## config.mk

```make
export PLATFORM = sky130hd
export DESIGN_NAME = qrs_sqrt
export DESIGN_NICKNAME = d
export VERILOG_FILES = /design/src/quadratic_root_solver_macros.svh /design/src/qrs_sqrt.sv
export SDC_FILE = /design/constraint.sdc
export NUM_CORES = 2
export LEC_CHECK = 0
export BUFFER_PORTS_ARGS = -buffer_cell sky130_fd_sc_hd__clkbuf_2
export CAP_MARGIN = 5
export CELL_PAD_IN_SITES_DETAIL_PLACEMENT = 0
export CELL_PAD_IN_SITES_GLOBAL_PLACEMENT = 1
export CORE_MARGIN = 3
export CORE_UTILIZATION = 35
export DETAILED_ROUTE_END_ITERATION = 12
export HOLD_SLACK_MARGIN = 0.03
export PLACE_DENSITY = 0.56
export SETUP_SLACK_MARGIN = 0.05
export SLEW_MARGIN = 30
export SYNTH_ARGS = -nofsm -noshare
export SYNTH_HDL_FRONTEND = slang
export SYNTH_MEMORY_MAX_BITS = 65536
export SYNTH_SLANG_ARGS = --single-unit
```

## constraint.sdc

```tcl
create_clock -name clk -period 7.8 [get_ports clk]
set_clock_uncertainty 0.05 [all_clocks]
set_input_delay 0.78 -clock clk [delete_from_list [all_inputs] [get_ports clk]]
set_output_delay 0.78 -clock clk [all_outputs]
set_load 0.03 [all_outputs]
```

## src/quadratic_root_solver_macros.svh

```systemverilog
// Assertion macros used by the top-level solver module.
`ifndef QUADRATIC_ROOT_SOLVER_MACROS_SVH
`define QUADRATIC_ROOT_SOLVER_MACROS_SVH

// The consequent must hold in the same cycle as the antecedent.
`define QRS_ASSERT_IMP(lbl, ante, cons) \
    lbl: assert property (@(posedge clk) disable iff (!rst_n) (ante) |-> (cons)) \
        else $error("solver assertion failed");

// The consequent must hold when the antecedent held, as sampled by $past at the given depth.
`define QRS_ASSERT_PAST(lbl, depth, ante, cons) \
    lbl: assert property (@(posedge clk) disable iff (!rst_n) \
        $past(ante, depth) |-> (cons)) \
        else $error("solver assertion failed");

`endif

```

## src/qrs_sqrt.sv

```systemverilog
`timescale 1ns / 1ps
module qrs_sqrt
#(
    parameter int RW = 33,
    parameter int SW = 8
)
(
    input  logic            clk,
    input  logic            rst_n,
    input  logic            in_valid,
    input  logic [2*RW-1:0] in_x,
    input  logic [SW-1:0]   in_side,
    output logic            out_valid,
    output logic [RW-1:0]   out_root,
    output logic            out_exact,
    output logic [SW-1:0]   out_side
);

    logic            v_reg    [1:RW];
    logic [2*RW-1:0] x_reg    [1:RW];
    logic [RW-1:0]   root_reg [1:RW];
    logic [RW+1:0]   rem_reg  [1:RW];
    logic [SW-1:0]   side_reg [1:RW];

    for (genvar k = 1; k <= RW; k++)
    begin : g_stage
        logic            v_in;
        logic [2*RW-1:0] x_in;
        logic [RW-1:0]   root_in;
        logic [RW+1:0]   rem_in;
        logic [SW-1:0]   side_in;
        logic [RW+1:0]   rem_sh;
        logic [RW+1:0]   trial;
        logic            fits;

        if (k == 1)
        begin : g_first
            assign v_in    = in_valid;
            assign x_in    = in_x;
            assign root_in = '0;
            assign rem_in  = '0;
            assign side_in = in_side;
        end
        else
        begin : g_next
            assign v_in    = v_reg[k-1];
            assign x_in    = x_reg[k-1];
            assign root_in = root_reg[k-1];
            assign rem_in  = rem_reg[k-1];
            assign side_in = side_reg[k-1];
        end

        assign rem_sh = {rem_in[RW-1:0], x_in[2*RW-1:2*RW-2]};
        assign trial  = {root_in, 2'b01};
        assign fits   = (rem_sh >= trial);

        always_ff @(posedge clk or negedge rst_n)
        begin
            if (!rst_n)
            begin
                v_reg[k] <= 1'b0;
            end
            else
            begin
                v_reg[k] <= v_in;
            end
        end

        always_ff @(posedge clk)
        begin
            x_reg[k]    <= x_in << 2;
            root_reg[k] <= {root_in[RW-2:0], fits};
            rem_reg[k]  <= fits ? (rem_sh - trial) : rem_sh;
            side_reg[k] <= side_in;
        end
    end

    assign out_valid = v_reg[RW];
    assign out_root  = root_reg[RW];
    assign out_exact = (rem_reg[RW] == '0);
    assign out_side  = side_reg[RW];

endmodule

```

# Yosys cells after proc, flatten, opt, wreduce, memory -nomap -nowiden
# Memory sizes are Yosys's and may differ from the RTL's.
# Index checks and enable logic that the tools add are counted.
[word_totals]
ff_bits = 33
latch_bits = 0
ram_bits = 4620
mem_bits_ro = 0
inputBits = 77
out_inout_bits = 43
elab_cells = 137
n_memories = 4
[mem_list]
columns = ["name", "words", "word_bits", "read_ports", "rd_clocked_by_memory_dff", "wr", "line_no", "text"]
rows = [
  ["x_reg", 33, 64, 32, 0, 33, "qrs_sqrt.sv:20", "logic [2*RW-1:0] x_reg [1:RW];"],
  ["rem_reg", 33, 35, 33, 0, 33, "qrs_sqrt.sv:22", "logic [RW+1:0] rem_reg [1:RW];"],
  ["root_reg", 33, 33, 33, 0, 33, "qrs_sqrt.sv:21", "logic [RW-1:0] root_reg [1:RW];"],
  ["side_reg", 33, 8, 33, 0, 33, "qrs_sqrt.sv:23", "logic [SW-1:0] side_reg [1:RW];"],
]
[classes]
addsub = 33
n_mul = 0
n_div = 0
order_cmp = 33
eq_ne = 0
shifts = 0
n_mux = 33
n_bitwise = 0
n_reduce_logical = 1
[ops]
columns = ["operator", "n"]
rows = [
  ["two-way mux 35 bit", 33],
  ["greater-or-equal comparator 35 bit", 32],
  ["subtractor 35 bit", 32],
  ["logical NOT 35 bit", 1],
  ["subtractor 2 x 1 -> 3 bit (second input constant)", 1],
  ["greater-or-equal comparator 2 x 1 -> 1 bit (second input constant)", 1],
]

# Longest topological paths before layout
# An unclocked memory read counts as a cell.
[logic_depth]
depth_word = 3
depth_mapped = 15
depth_no_buf = 13

# Least setup slack after synthesis
# OpenSTA, ideal clock, no wires.
[synth_timing]
path_type = "register to register"
from = "register, netlist name root_reg[15][34]"
to = "register, netlist name rem_reg[16][4]"
setup_ns = 0.123
t_arrival_ns = 3.359
t_required_ns = 7.627
slack_ns = 4.267
path_stages_with_launch = 14
n_path_buf = 2
synth_period_minus_slack_ns = 3.533
cell_sequence = "dfxtp_1 > inv_1 > ha_1 > or3_1 > o221a_2 > a2111oi_1 > nor2_1 > o211ai_1 > o211ai_1 > a21oi_1 > o21a_1 > clkbuf_1 > buf_2 > mux2_1"

==> metrics.csv <==
metric;value;unit
status;completed;
WS Path Type;reg2reg;
I/O pin count;120;
RSZ-0062 raised after global routing;no;
worst hold path type;reg2reg;
Starting Density;35.3;%
Post-CTS Repair Setup Buffers;0;
grt met1 use;19.0;%
CP max stage cell;o41ai_1;
Core Footprint;0.292;mm²
post-synthesis sequential area ratio;57.6;%
P_leak;55.5;nW
pre-CTS WS;3.38;ns
switching power;11.6;mW
htree depth;5;
element type at the critical path end;flop;
crit start category;flop;
Post-synth EDFFs;0;
Yosys reg bits;2956;
Top FF cell, synth;dfxtp_1;
Largest delay share family, worst path;compound AO/OA/AOI/OAI gates;
worst reg2reg setup slack;3.37;ns
initial antenna violation count;10;
Clock Tree Buf Depth;4;
Tot GR Track Use;15.0;%
Reg2Reg Depth;14;
delay of the slowest critical-path stage;0.73;ns
Synth area leaders;dfxtp_1 (57%), ha_1 (7.2%), xnor2_1 (3.7%), xor2_1 (3.7%), a21oi_1 (2.7%);
max FFs per register;1056;
Die X;549;µm
Antenna Nets Post-Route;0;
asr flop ratio synth;1.12;%
switching portion of total power;28.0;%
Seq pwr share;46.8;%
Hold Vio Cnt, Final;0;
largest net degree at the start of global routing;58;
fmax;0.226;GHz
period utilization;56.8;%
CP bufs+invs;3;
via count;67000;
total power;41.2;mW
Setup crit end;rem_reg[16][48]$_DFF_P_;
DRC viols;0;
CTS root buffer;clkbuf_16;
IO Port Bufs;119;
# rows;198;
FF-to-FF Start;root_reg[16][0]$_DFF_P_;
Sinks on Clock Net;2956;
most used cell, CP;o21a_1;
R2R Path End;rem_reg[16][48]$_DFF_P_;
final setup vio count;0;
Routed WL;231;mm
Area Growth Syn to Fin;16.5;%
Clk pwr share;37.3;%
number of global-route vias before repair;66800;
stages on the worst setup path;14;
Yosys warnings;0;
drt pass-1 iters;6;
Synth Instances;9818;
Chip Height;549;µm
Yosys top cell by area;dfxtp_1;
die area;0.301;mm²
crit-path max FO;17;
Slew headroom;37.7;%
fin. max-slew vios;0;
filler instances;28200;
Net count, final;10900;
first-pass GRT wire length;366;mm
Synth top area share;56.8;%
CTS tree;yes;
CP Launch Point;root_reg[16][0]$_DFF_P_;
CP Cell Sequence;inv_1, ha_1, o21a_1, o21a_1, o2111ai_1, nand3_1, o41ai_1, a21oi_1, a21oi_2, o21ai_1, a211oi_4, buf_6, buf_4, mux2_1;
CP Data Required Time;8.50;ns
total gr overflow;0;
Int Power;29.7;mW
post-detailed-route wirelength per cell;16.1;µm
GR Util met2;26.1;%
CTS buffer count;320;
busiest grt layer;met2;
Yosys cell types;89;
cell area after synthesis;0.103;mm²
grt met3 use;2.02;%
GP Congestion;0.838;
DRT iter0 DRCs;3493;
Hold Slack;0.250;ns
DR vias/cell;4.67;
layout cells sized above 1;7.63;%
max-cap check violation count;0;
Mean Syn Cell Area;10.5;µm²
cell area power density;343;mW/mm²
dpl hpwl;175;mm
signal arrival time at the worst endpoint;5.13;ns
Reg clk slew, reported paths;0.06;ns
setup_tns;0;ns
clk_lat worst skew;0.88;ns
post_cts resized;0;
syn nets;10500;
setup ws final;3.37;ns
fin crit period;4.43;ns
Worst Max-Slew Pin Slew;0.925;ns
Comb pwr share;15.9;%
Worst IR Drop VDD;0.207;mV
[cell type report]
| type | instances | area [µm²] | area share [%] |
|---|---|---|---|
| inverters | 741 | 2780 | 2.32 |
| well taps | 3900 | 4880 | 4.06 |
| repair buffers | 225 | 1610 | 1.34 |
| diodes | 1 | 2.50 | 0.00208 |
| clock buffers | 439 | 9040 | 7.53 |
| flip-flops and latches | 2956 | 59300 | 49.4 |
| clock inverters | 138 | 1970 | 1.64 |
| multi-input cells | 5956 | 40500 | 33.7 |
[metal layers]
layer  routed length, µm  part of all wire, %
met1              104000                   45
met4                8210                  3.6
met2              110000                   48
met5                   0                    0
met3                8020                  3.5
[logic make-up (layout without fill, tap and decap cells)]
family / count (synthesis) / in the layout / share of synthesized area [%]
mux: 105 / 105 / 1.13
xor+xnor: 867 / 867 / 7.37
flops: 2956 / 2956 / 57.6
compound gates: 1922 / 1922 / 11.6
fa+ha+maj: 597 / 597 / 7.25
other cells: 1 / 2 / 0.00364
buf+inv: 906 / 1543 / 3.31
simple gates: 2464 / 2464 / 11.8
[power by group through the flow]
stage               Clock [mW]  Sequential, mW  Combinational, mW
global placement             0            19.7               6.51
global route              16.6            19.6               7.39
CTS                       16.0            19.4               6.63
floorplan                    0            18.9               5.07
detailed placement           0            19.7               6.56
finish                    15.4            19.3               6.55
[layout by cell type (no fill, tap or decap), drive strengths merged, types with 32 or more instances in the layout]
master / count
dfxtp: 2923
inv: 756
nand2: 684
ha: 597
clkbuf: 558
a21oi: 556
nor2: 545
o21ai: 539
xnor2: 436
xor2: 431
a21o: 255
nor3: 247
nand3: 159
nor4: 129
nand2b: 126
o21a: 109
nand4: 94
mux2: 93
nor2b: 90
dlygate4sd3: 77
or3: 75
clkinv: 71
o31ai: 69
or4: 68
o21bai: 52
and3: 51
a31oi: 51
or2: 48
a211oi: 47
and2: 42
dfrtp: 33
bufinv: 32
[worst register-to-register path, cell delays in order, from the launching register on]
cell       delay (ns)
dfxtp_1          0.33
inv_1            0.05
ha_1             0.32
o21a_1           0.14
o21a_1           0.20
o2111ai_1        0.20
nand3_1          0.16
o41ai_1          0.73
a21oi_1          0.28
a21oi_2          0.33
o21ai_1          0.18
a211oi_4         0.45
buf_6            0.23
buf_4            0.29
mux2_1           0.37
[cells in the mapped netlist, drive strengths merged (15+ instances only)]
library cell and count:
o41ai 17, dfxtp 2923, or3 75, clkbuf 146, a211oi 47, nand4 94
xnor2 436, xor2 431, nor4 129, o31a 17, buf 19, ha 597
o31ai 69, o21bai 52, o211ai 26, or2 48, nor2 545, nor2b 90
nor3b 18, o21a 109, nand2b 126, a21oi 556, a211o 23, dfrtp 33
a31oi 51, or4 68, and2 42, and4 20, and3 51, o21ai 539
mux2 93, nand2 684, nor3 247, nand4b 15, a21o 255, nand3 159
nand3b 21, a21boi 22, inv 740
[worst min path at each step]
stage,start,to,depth (start not counted)
final,side_reg[10][8]$_DFF_P_,side_reg[11][0]$_DFF_P_,0
after detailed placement,side_reg[10][6]$_DFF_P_,side_reg[10][14]$_DFF_P_,0
after floorplan,side_reg[9][8]$_DFF_P_,side_reg[10][0]$_DFF_P_,0
after global routing,x_reg[0][1085]$_DFF_P_,x_reg[0][1151]$_DFF_P_,0
after CTS,x_reg[0][1337]$_DFF_P_,x_reg[0][1403]$_DFF_P_,0
after global placement,side_reg[1][1]$_DFF_P_,side_reg[1][9]$_DFF_P_,0
[repair_timing]
item | in CTS | in global routing
setup endpoints to repair | 0 | 0
hold endpoints to repair | 109 | 0
hold buffers | 77 | 0
[metrics by stage]
| step | util [%] | area (µm²) | instances |
|---|---|---|---|
| 2_1_floorplan | - | 103000 | 9818 |
| 3_3_place_gp | 37.1 | 108000 | 13700 |
| 3_5_place_dp | 37.1 | 108000 | 13700 |
| 4_1_cts | 41.1 | 120000 | 14400 |
| 5_1_grt | 41.1 | 120000 | 14400 |
| 6_report | 41.1 | 120000 | 14400 |
(Power assumes the default switching activity.)
