==> src/quadratic_root_solver_macros.svh <==
// Assertion macros used by the top-level solver module.
`ifndef QUADRATIC_ROOT_SOLVER_MACROS_SVH
`define QUADRATIC_ROOT_SOLVER_MACROS_SVH

// The consequent must hold in the same cycle as the antecedent.
`define QRS_ASSERT_IMP(lbl, ante, cons) \
    lbl: assert property (@(posedge clk) disable iff (!rst_n) (ante) |-> (cons)) \
        else $error("solver assertion failed");

// The consequent must hold when the antecedent held, as sampled by $past at the given depth.
`define QRS_ASSERT_PAST(lbl, depth, ante, cons) \
    lbl: assert property (@(posedge clk) disable iff (!rst_n) \
        $past(ante, depth) |-> (cons)) \
        else $error("solver assertion failed");

`endif

==> src/qrs_pkg.sv <==
`timescale 1ns / 1ps
package qrs_pkg;

    localparam int DISC_W = 34;
    localparam int ROOT_W = 33;

    localparam logic [1:0] ST_NONE   = 2'd0;
    localparam logic [1:0] ST_TWO    = 2'd1;
    localparam logic [1:0] ST_DOUBLE = 2'd2;
    localparam logic [1:0] ST_AZERO  = 2'd3;

    typedef logic signed [63:0] wide_t;

    function automatic logic signed [DISC_W-1:0] sat_disc(input wide_t v);
        wide_t hi;
        wide_t lo;
        hi = (wide_t'(1) <<< (DISC_W - 1)) - wide_t'(1);
        lo = -hi - wide_t'(1);
        if (v > hi)
        begin
            return hi[DISC_W-1:0];
        end
        else if (v < lo)
        begin
            return lo[DISC_W-1:0];
        end
        return v[DISC_W-1:0];
    endfunction

    function automatic logic signed [ROOT_W-1:0] sat_root(input wide_t v);
        wide_t hi;
        wide_t lo;
        hi = (wide_t'(1) <<< (ROOT_W - 1)) - wide_t'(1);
        lo = -hi - wide_t'(1);
        if (v > hi)
        begin
            return hi[ROOT_W-1:0];
        end
        else if (v < lo)
        begin
            return lo[ROOT_W-1:0];
        end
        return v[ROOT_W-1:0];
    endfunction

endpackage

==> src/qrs_front.sv <==
`timescale 1ns / 1ps
module qrs_front
    import qrs_pkg::*;
#(
    parameter int CW = 16,
    parameter int DW = 34
)
(
    input  logic                 clk,
    input  logic                 rst_n,
    input  logic                 in_valid,
    input  logic signed [CW-1:0] a,
    input  logic signed [CW-1:0] b,
    input  logic signed [CW-1:0] c,
    output logic                 out_valid,
    output logic signed [CW-1:0] out_a,
    output logic signed [CW-1:0] out_b,
    output logic signed [DW-1:0] out_disc,
    output logic [1:0]           out_status
);

    logic                   v1_reg;
    logic signed [CW-1:0]   a1_reg;
    logic signed [CW-1:0]   b1_reg;
    logic signed [2*CW-1:0] bb_reg;
    logic signed [2*CW-1:0] ac_reg;
    logic                   v2_reg;
    logic signed [CW-1:0]   a2_reg;
    logic signed [CW-1:0]   b2_reg;
    logic signed [DW-1:0]   disc_reg;
    logic signed [DW-1:0]   disc_next;
    logic [1:0]             status_reg;
    logic [1:0]             status_next;

    always_comb
    begin
        disc_next = DW'(bb_reg) - (DW'(ac_reg) <<< 2);
        if (a1_reg == '0)
        begin
            status_next = ST_AZERO;
        end
        else if (disc_next < 0)
        begin
            status_next = ST_NONE;
        end
        else if (disc_next == '0)
        begin
            status_next = ST_DOUBLE;
        end
        else
        begin
            status_next = ST_TWO;
        end
    end

    always_ff @(posedge clk or negedge rst_n)
    begin
        if (!rst_n)
        begin
            v1_reg <= 1'b0;
            v2_reg <= 1'b0;
        end
        else
        begin
            v1_reg <= in_valid;
            v2_reg <= v1_reg;
        end
    end

    always_ff @(posedge clk)
    begin
        a1_reg     <= a;
        b1_reg     <= b;
        bb_reg     <= b * b;
        ac_reg     <= a * c;
        a2_reg     <= a1_reg;
        b2_reg     <= b1_reg;
        disc_reg   <= disc_next;
        status_reg <= status_next;
    end

    assign out_valid  = v2_reg;
    assign out_a      = a2_reg;
    assign out_b      = b2_reg;
    assign out_disc   = disc_reg;
    assign out_status = status_reg;

endmodule

==> config.mk <==
export PLATFORM = sky130hd
export DESIGN_NAME = qrs_front
export DESIGN_NICKNAME = d
export VERILOG_FILES = /design/src/quadratic_root_solver_macros.svh /design/src/qrs_pkg.sv /design/src/qrs_front.sv
export SDC_FILE = /design/constraint.sdc
export NUM_CORES = 2
export LEC_CHECK = 0
export BUFFER_PORTS_ARGS = -buffer_cell sky130_fd_sc_hd__buf_2
export CAP_MARGIN = 20
export CORE_ASPECT_RATIO = 0.7
export CORE_MARGIN = 5
export CORE_UTILIZATION = 34
export CTS_CLUSTER_DIAMETER = 200
export DETAILED_ROUTE_END_ITERATION = 10
export PLACE_DENSITY = 0.59
export SYNTH_ARGS = -nofsm -noshare
export SYNTH_HDL_FRONTEND = slang
export SYNTH_SLANG_ARGS = --single-unit
==> constraint.sdc <==
create_clock -name clk -period 3.1 [get_ports clk]
set_input_delay 0.465 -clock clk [delete_from_list [all_inputs] [get_ports clk]]
set_output_delay 0.465 -clock clk [all_outputs]
set_load 0.02 [all_outputs]
# [Word level (Yosys, flattened, before mapping)]
# Index checks and enable logic that the tools add are counted.
[word_totals] regBits=166 in_bits=51 out_inout_bits=69 elab_cells=18
[classes] n_addsub=1 multipliers=2 order_cmp=1 n_mux=2 reduce_logical=2
[ops] op="$mul A16 B16 Y32" count=2
[ops] op="$logic_not A34 Y1" count=1
[ops] op="$lt A34 B1 Y1 const B" count=1
[ops] op="$sub A32 B34 Y34" count=1
[ops] op="$logic_not A16 Y1" count=1
[ops] op="$mux W2" count=2

# [Logic depth before layout (Yosys ltp)]
[depth] ltp_word=4 depth_mapped=26 mapped_depth_nobuf=25

# [Least setup slack after synthesis]
# Ideal clock, no wire load.
[synth_timing] path_kind="input -> register" startpoint="input port b[15]" endpoint="register bb_reg[30]" setup_ns=0.121 arrival_time_ns=6.175 required_ns=2.979 setup_slack_ns=-3.197 path_stages=21 path_buffers=2 path_cell_list="clkbuf_1 buf_1 nand2_1 fa_1 inv_1 fa_1 fa_1 fa_1 fa_1 inv_1 fa_1 inv_1 ha_1 nand3_1 nor3_1 and4_1 o2bb2ai_1 o211ai_1 a21boi_0 mux2i_1 nand2_1"
[synth_between] elab_chain_cells=1
[synth_lines] item="start: declaration" line_no="qrs_front.sv:13" source="input logic signed [CW-1:0] b,"
[synth_lines] item="$mul A16 B16 Y32" line_no="qrs_front.sv:74" source="bb_reg <= b * b;"
[synth_lines] item="end signal: assignment" line_no="qrs_front.sv:74"
[synth_lines] item="end: declaration" line_no="qrs_front.sv:25" source="logic signed [2*CW-1:0] bb_reg;"
# Every way passes these cells.
# A chain may end at the register's enable or synchronous reset.

# [Worst setup path after layout]
[layout_timing] startpoint="input port a[7]" endpoint="register ac_reg[31]"
[layout_between] elab_chain_cells=1
[layout_lines] item="start: declaration" line_no="qrs_front.sv:12" source="input logic signed [CW-1:0] a,"
[layout_lines] item="$mul A16 B16 Y32" line_no="qrs_front.sv:75" source="ac_reg <= a * c;"
[layout_lines] item="end signal: assignment" line_no="qrs_front.sv:75"
[layout_lines] item="end: declaration" line_no="qrs_front.sv:26" source="logic signed [2*CW-1:0] ac_reg;"
# Every way passes these cells.

==> run_summary.xml <==
<?xml version="1.0" encoding="UTF-8"?>
<metrics>
  <group name="run_status">
    <metric name="status" unit="">finished, violations left</metric>
    <metric name="violations_in_the_final_reports" unit="">setup timing</metric>
  </group>
  <group name="finish">
    <metric name="final_core_utilization" unit="">0.462</metric>
    <metric name="post_route_cells_drive_above_1_share" unit="">0.317</metric>
    <metric name="final.fill_count" unit="">6878</metric>
    <metric name="register_area" unit="sq um">3250</metric>
    <metric name="mostFrequentLayoutCells" unit="">inv_1, fa_1, buf_4</metric>
    <metric name="largest_register_ff_count" unit="">33</metric>
    <metric name="n_antenna_cell" unit="">0</metric>
    <metric name="multi_input_area" unit="sq um">20200</metric>
    <metric name="syn_to_final_growth" unit="%">34.9</metric>
    <metric name="design.final.nets" unit="">3914</metric>
    <metric name="final_common_cell" unit="">inv_1</metric>
  </group>
  <group name="route">
    <metric name="postRouteAntennaNets" unit="">0</metric>
    <metric name="drtIter0Drc" unit="">826</metric>
    <metric name="detailroute.via_count" unit="">18670</metric>
    <metric name="wire_per_inst" unit="um">14.5</metric>
    <metric name="via_density_per_instance" unit="">4.51</metric>
    <metric name="firstDrtPassIters" unit="">5</metric>
    <metric name="final_routed_wirelength_across_all_metal_layers" unit="mm">60.1</metric>
    <metric name="drt_drc_violations_left" unit="">0</metric>
  </group>
  <group name="logic_synthesis">
    <metric name="adder_cell_area_share_of_the_yosys_netlist" unit="">0.511</metric>
    <metric name="synthTopCellsByArea" unit="">fa_1, dfxtp_1, ha_1</metric>
    <metric name="synthesized_netlist_cell_count" unit="">2594</metric>
    <metric name="post_synth_xor_area_fraction" unit="">0.0330</metric>
    <metric name="synth_enable_flop_cells" unit="">0</metric>
    <metric name="ys_ff_latch" unit="">162</metric>
    <metric name="yosys_warnings" unit="">0</metric>
    <metric name="synth_top_family_by_area" unit="">adder cells</metric>
    <metric name="synthArstFlopShare" unit="">0.0123</metric>
    <metric name="synth_largest_area_cell" unit="">fa_1</metric>
    <metric name="synth.yosys.seq_area_share" unit="">0.133</metric>
    <metric name="synth_top_cell_area_share" unit="">0.407</metric>
    <metric name="post_synth_mux_area_share" unit="">0.00123</metric>
    <metric name="synth-compound-area-share" unit="">0.0801</metric>
    <metric name="syn-cell-area" unit="sq um">24400</metric>
    <metric name="main_flop_type_after_synthesis" unit="">dfxtp_1</metric>
    <metric name="netlist-cell-type-count" unit="">82</metric>
    <metric name="syn-num-nets" unit="">3346</metric>
    <metric name="syn_avg_cell_area" unit="sq um">9.42</metric>
    <metric name="yosys.area_share.simple" unit="">0.126</metric>
  </group>
  <group name="critical_path">
    <metric name="reg2reg_depth" unit="">15</metric>
    <metric name="critPathCaptureType" unit="">flop</metric>
    <metric name="cp-start-kind" unit="">primary input</metric>
    <metric name="cp_data_required_time" unit="ps">3480</metric>
    <metric name="worstPathArrival" unit="ps">5860</metric>
    <metric name="critical_path_peak_fanout" unit="">5</metric>
    <metric name="timing_worst_setup_path_type" unit="">primary input to flop</metric>
  </group>
  <group name="placement">
    <metric name="port_buffers" unit="">118</metric>
    <metric name="gpl.final_weighted_congestion" unit="">0.888</metric>
    <metric name="place.detailed.hpwl" unit="mm">51.1</metric>
  </group>
  <group name="floorplan">
    <metric name="core_area" unit="sq um">71400</metric>
    <metric name="floorplan.die.height" unit="um">234</metric>
    <metric name="initial_utilization" unit="">0.342</metric>
    <metric name="die-area" unit="sq um">77400</metric>
    <metric name="chipWidth" unit="um">330</metric>
    <metric name="ports" unit="">120</metric>
    <metric name="row_count" unit="">82</metric>
  </group>
  <group name="cts">
    <metric name="htree_num_levels" unit="">4</metric>
    <metric name="cts_buffers" unit="">17</metric>
    <metric name="worst_setup_hold_path_clk_slew" unit="ps">70</metric>
    <metric name="tritoncts_clock_tree" unit="">yes</metric>
    <metric name="cts.path.max_buffers" unit="">2</metric>
    <metric name="clk_latency" unit="ps">490</metric>
    <metric name="clock_tree_root_driver_cell" unit="">clkbuf_16</metric>
    <metric name="numClockSinks" unit="">162</metric>
  </group>
  <group name="grt">
    <metric name="groute.usage.overall" unit="">0.165</metric>
    <metric name="largest_net_degree_at_the_start_of_global_routing" unit="">17</metric>
    <metric name="global_route.overflow_total" unit="">0</metric>
    <metric name="grt_first_pass_wirelength" unit="mm">102</metric>
    <metric name="number_of_antenna_violations_at_the_first_check_in_global_routing" unit="">1</metric>
    <metric name="number_of_global_route_vias_before_repair" unit="">19868</metric>
  </group>
  <group name="sta">
    <metric name="final-max-slew-violation-count" unit="">0</metric>
    <metric name="total_setup_violations_reported_at_the_end_of_the_flow" unit="">56</metric>
    <metric name="setup_slack" unit="ps">-2380</metric>
    <metric name="slew_headroom" unit="">0.644</metric>
    <metric name="grt_setup_unrepaired" unit="">true</metric>
    <metric name="min_period" unit="ps">5480</metric>
    <metric name="timing.fmax" unit="GHz">0.183</metric>
    <metric name="final_hold_viol_count" unit="">0</metric>
    <metric name="fin_worst_skew" unit="ps">12.3</metric>
    <metric name="period_share" unit="">1.77</metric>
    <metric name="tightest_slew" unit="ps">533</metric>
  </group>
  <group name="min_path">
    <metric name="hold_class" unit="">primary input to flop</metric>
    <metric name="hold_path_stages" unit="">1</metric>
  </group>
  <group name="run">
    <metric name="maxCapViolations" unit="">0</metric>
  </group>
</metrics>
routing by layer:
metal  share of wire  GRT usage  up-vias
met2            0.44      0.248      304
li1                -          -     8983
met5               0          0        -
met3           0.053     0.0330       48
met1            0.50      0.248     9335
met4           0.013     0.0344        0
final cells by class:
cell class                 count  share of cell area
sequential                   162              0.0987
inverter                     663              0.0756
clock inverter                14             0.00641
timing repair buffer         618               0.158
clock buffer                  18              0.0130
tap                          966              0.0367
multi-input combinational   1700               0.612
cell families after synthesis:
family | Yosys count
compound gates | 278
xor+xnor | 92
fa+ha+maj | 701
buf+inv | 732
flops | 162
mux | 3
other cells | 1
simple gates | 625
critical path: stages:
cell      delay [ps]
buf_12           110
buf_6            110
and2_4           130
fa_1             480
inv_2             40
fa_1             510
inv_1             50
fa_1             490
inv_2             40
fa_1             550
inv_2             50
fa_1             580
fa_1             470
ha_4             280
o21ai_2          130
nand2b_1         130
nand3_4          140
o21ai_4           90
a31o_4           240
a2111o_1         410
a21oi_2          150
o21bai_1          80
xnor2_1          120
stage by stage:
| stage | instances | setup WS, ps | TNS [ps] | hold slack [ps] | area, sq um |
|---|---|---|---|---|---|
| 6_report | 4141 | -2380 | -91940 | 84.7 | 33000 |
| 5_1_grt | 4141 | -2600 | -99830 | 55.0 | 33000 |
| 4_1_cts | 4125 | -2320 | -88140 | 45.9 | 32300 |
| 3_5_place_dp | 4044 | -3080 | -124510 | 253 | 30000 |
| 3_3_place_gp | 4044 | -3040 | -122430 | 251 | 30000 |
| 2_1_floorplan | 2594 | -2610 | -92250 | 169 | 25600 |
Yosys cell counts (23+ instances only):
master	number
ha_1	204
inv_1	663
and2_1	165
nand3_1	23
nor2_1	97
a21oi_1	69
nand2_1	239
xnor2_1	71
a21o_1	34
fa_1	497
o21ai_0	37
nor3_1	26
clkbuf_1	54
dfxtp_1	160
repair_timing:
action / in CTS / in global routing
setup endpoints to repair: 56 / 58
cloned: 2 / 1
hold endpoints to repair: 2 / 0
hold buffers: 1 / 0
pin swaps: 172 / 109
resized for setup: 333 / 129
setup buffers: 54 / 25
worst paths after layout:
kind	from	slack, ps	end
hold reg to reg	b1_reg[13]	330	out_b[13]
min in group asynchronous	rst_n	280	v1_reg
max in group asynchronous	rst_n	2720	out_valid
setup / recovery	a[7]	-2380	ac_reg[31]
hold / removal	in_valid	80	v1_reg
setup reg to reg	bb_reg[2]	-330	out_status[0]
Power is not shown: default switching activity piles up to over one toggle a cycle in this logic, so the estimate is an artifact.
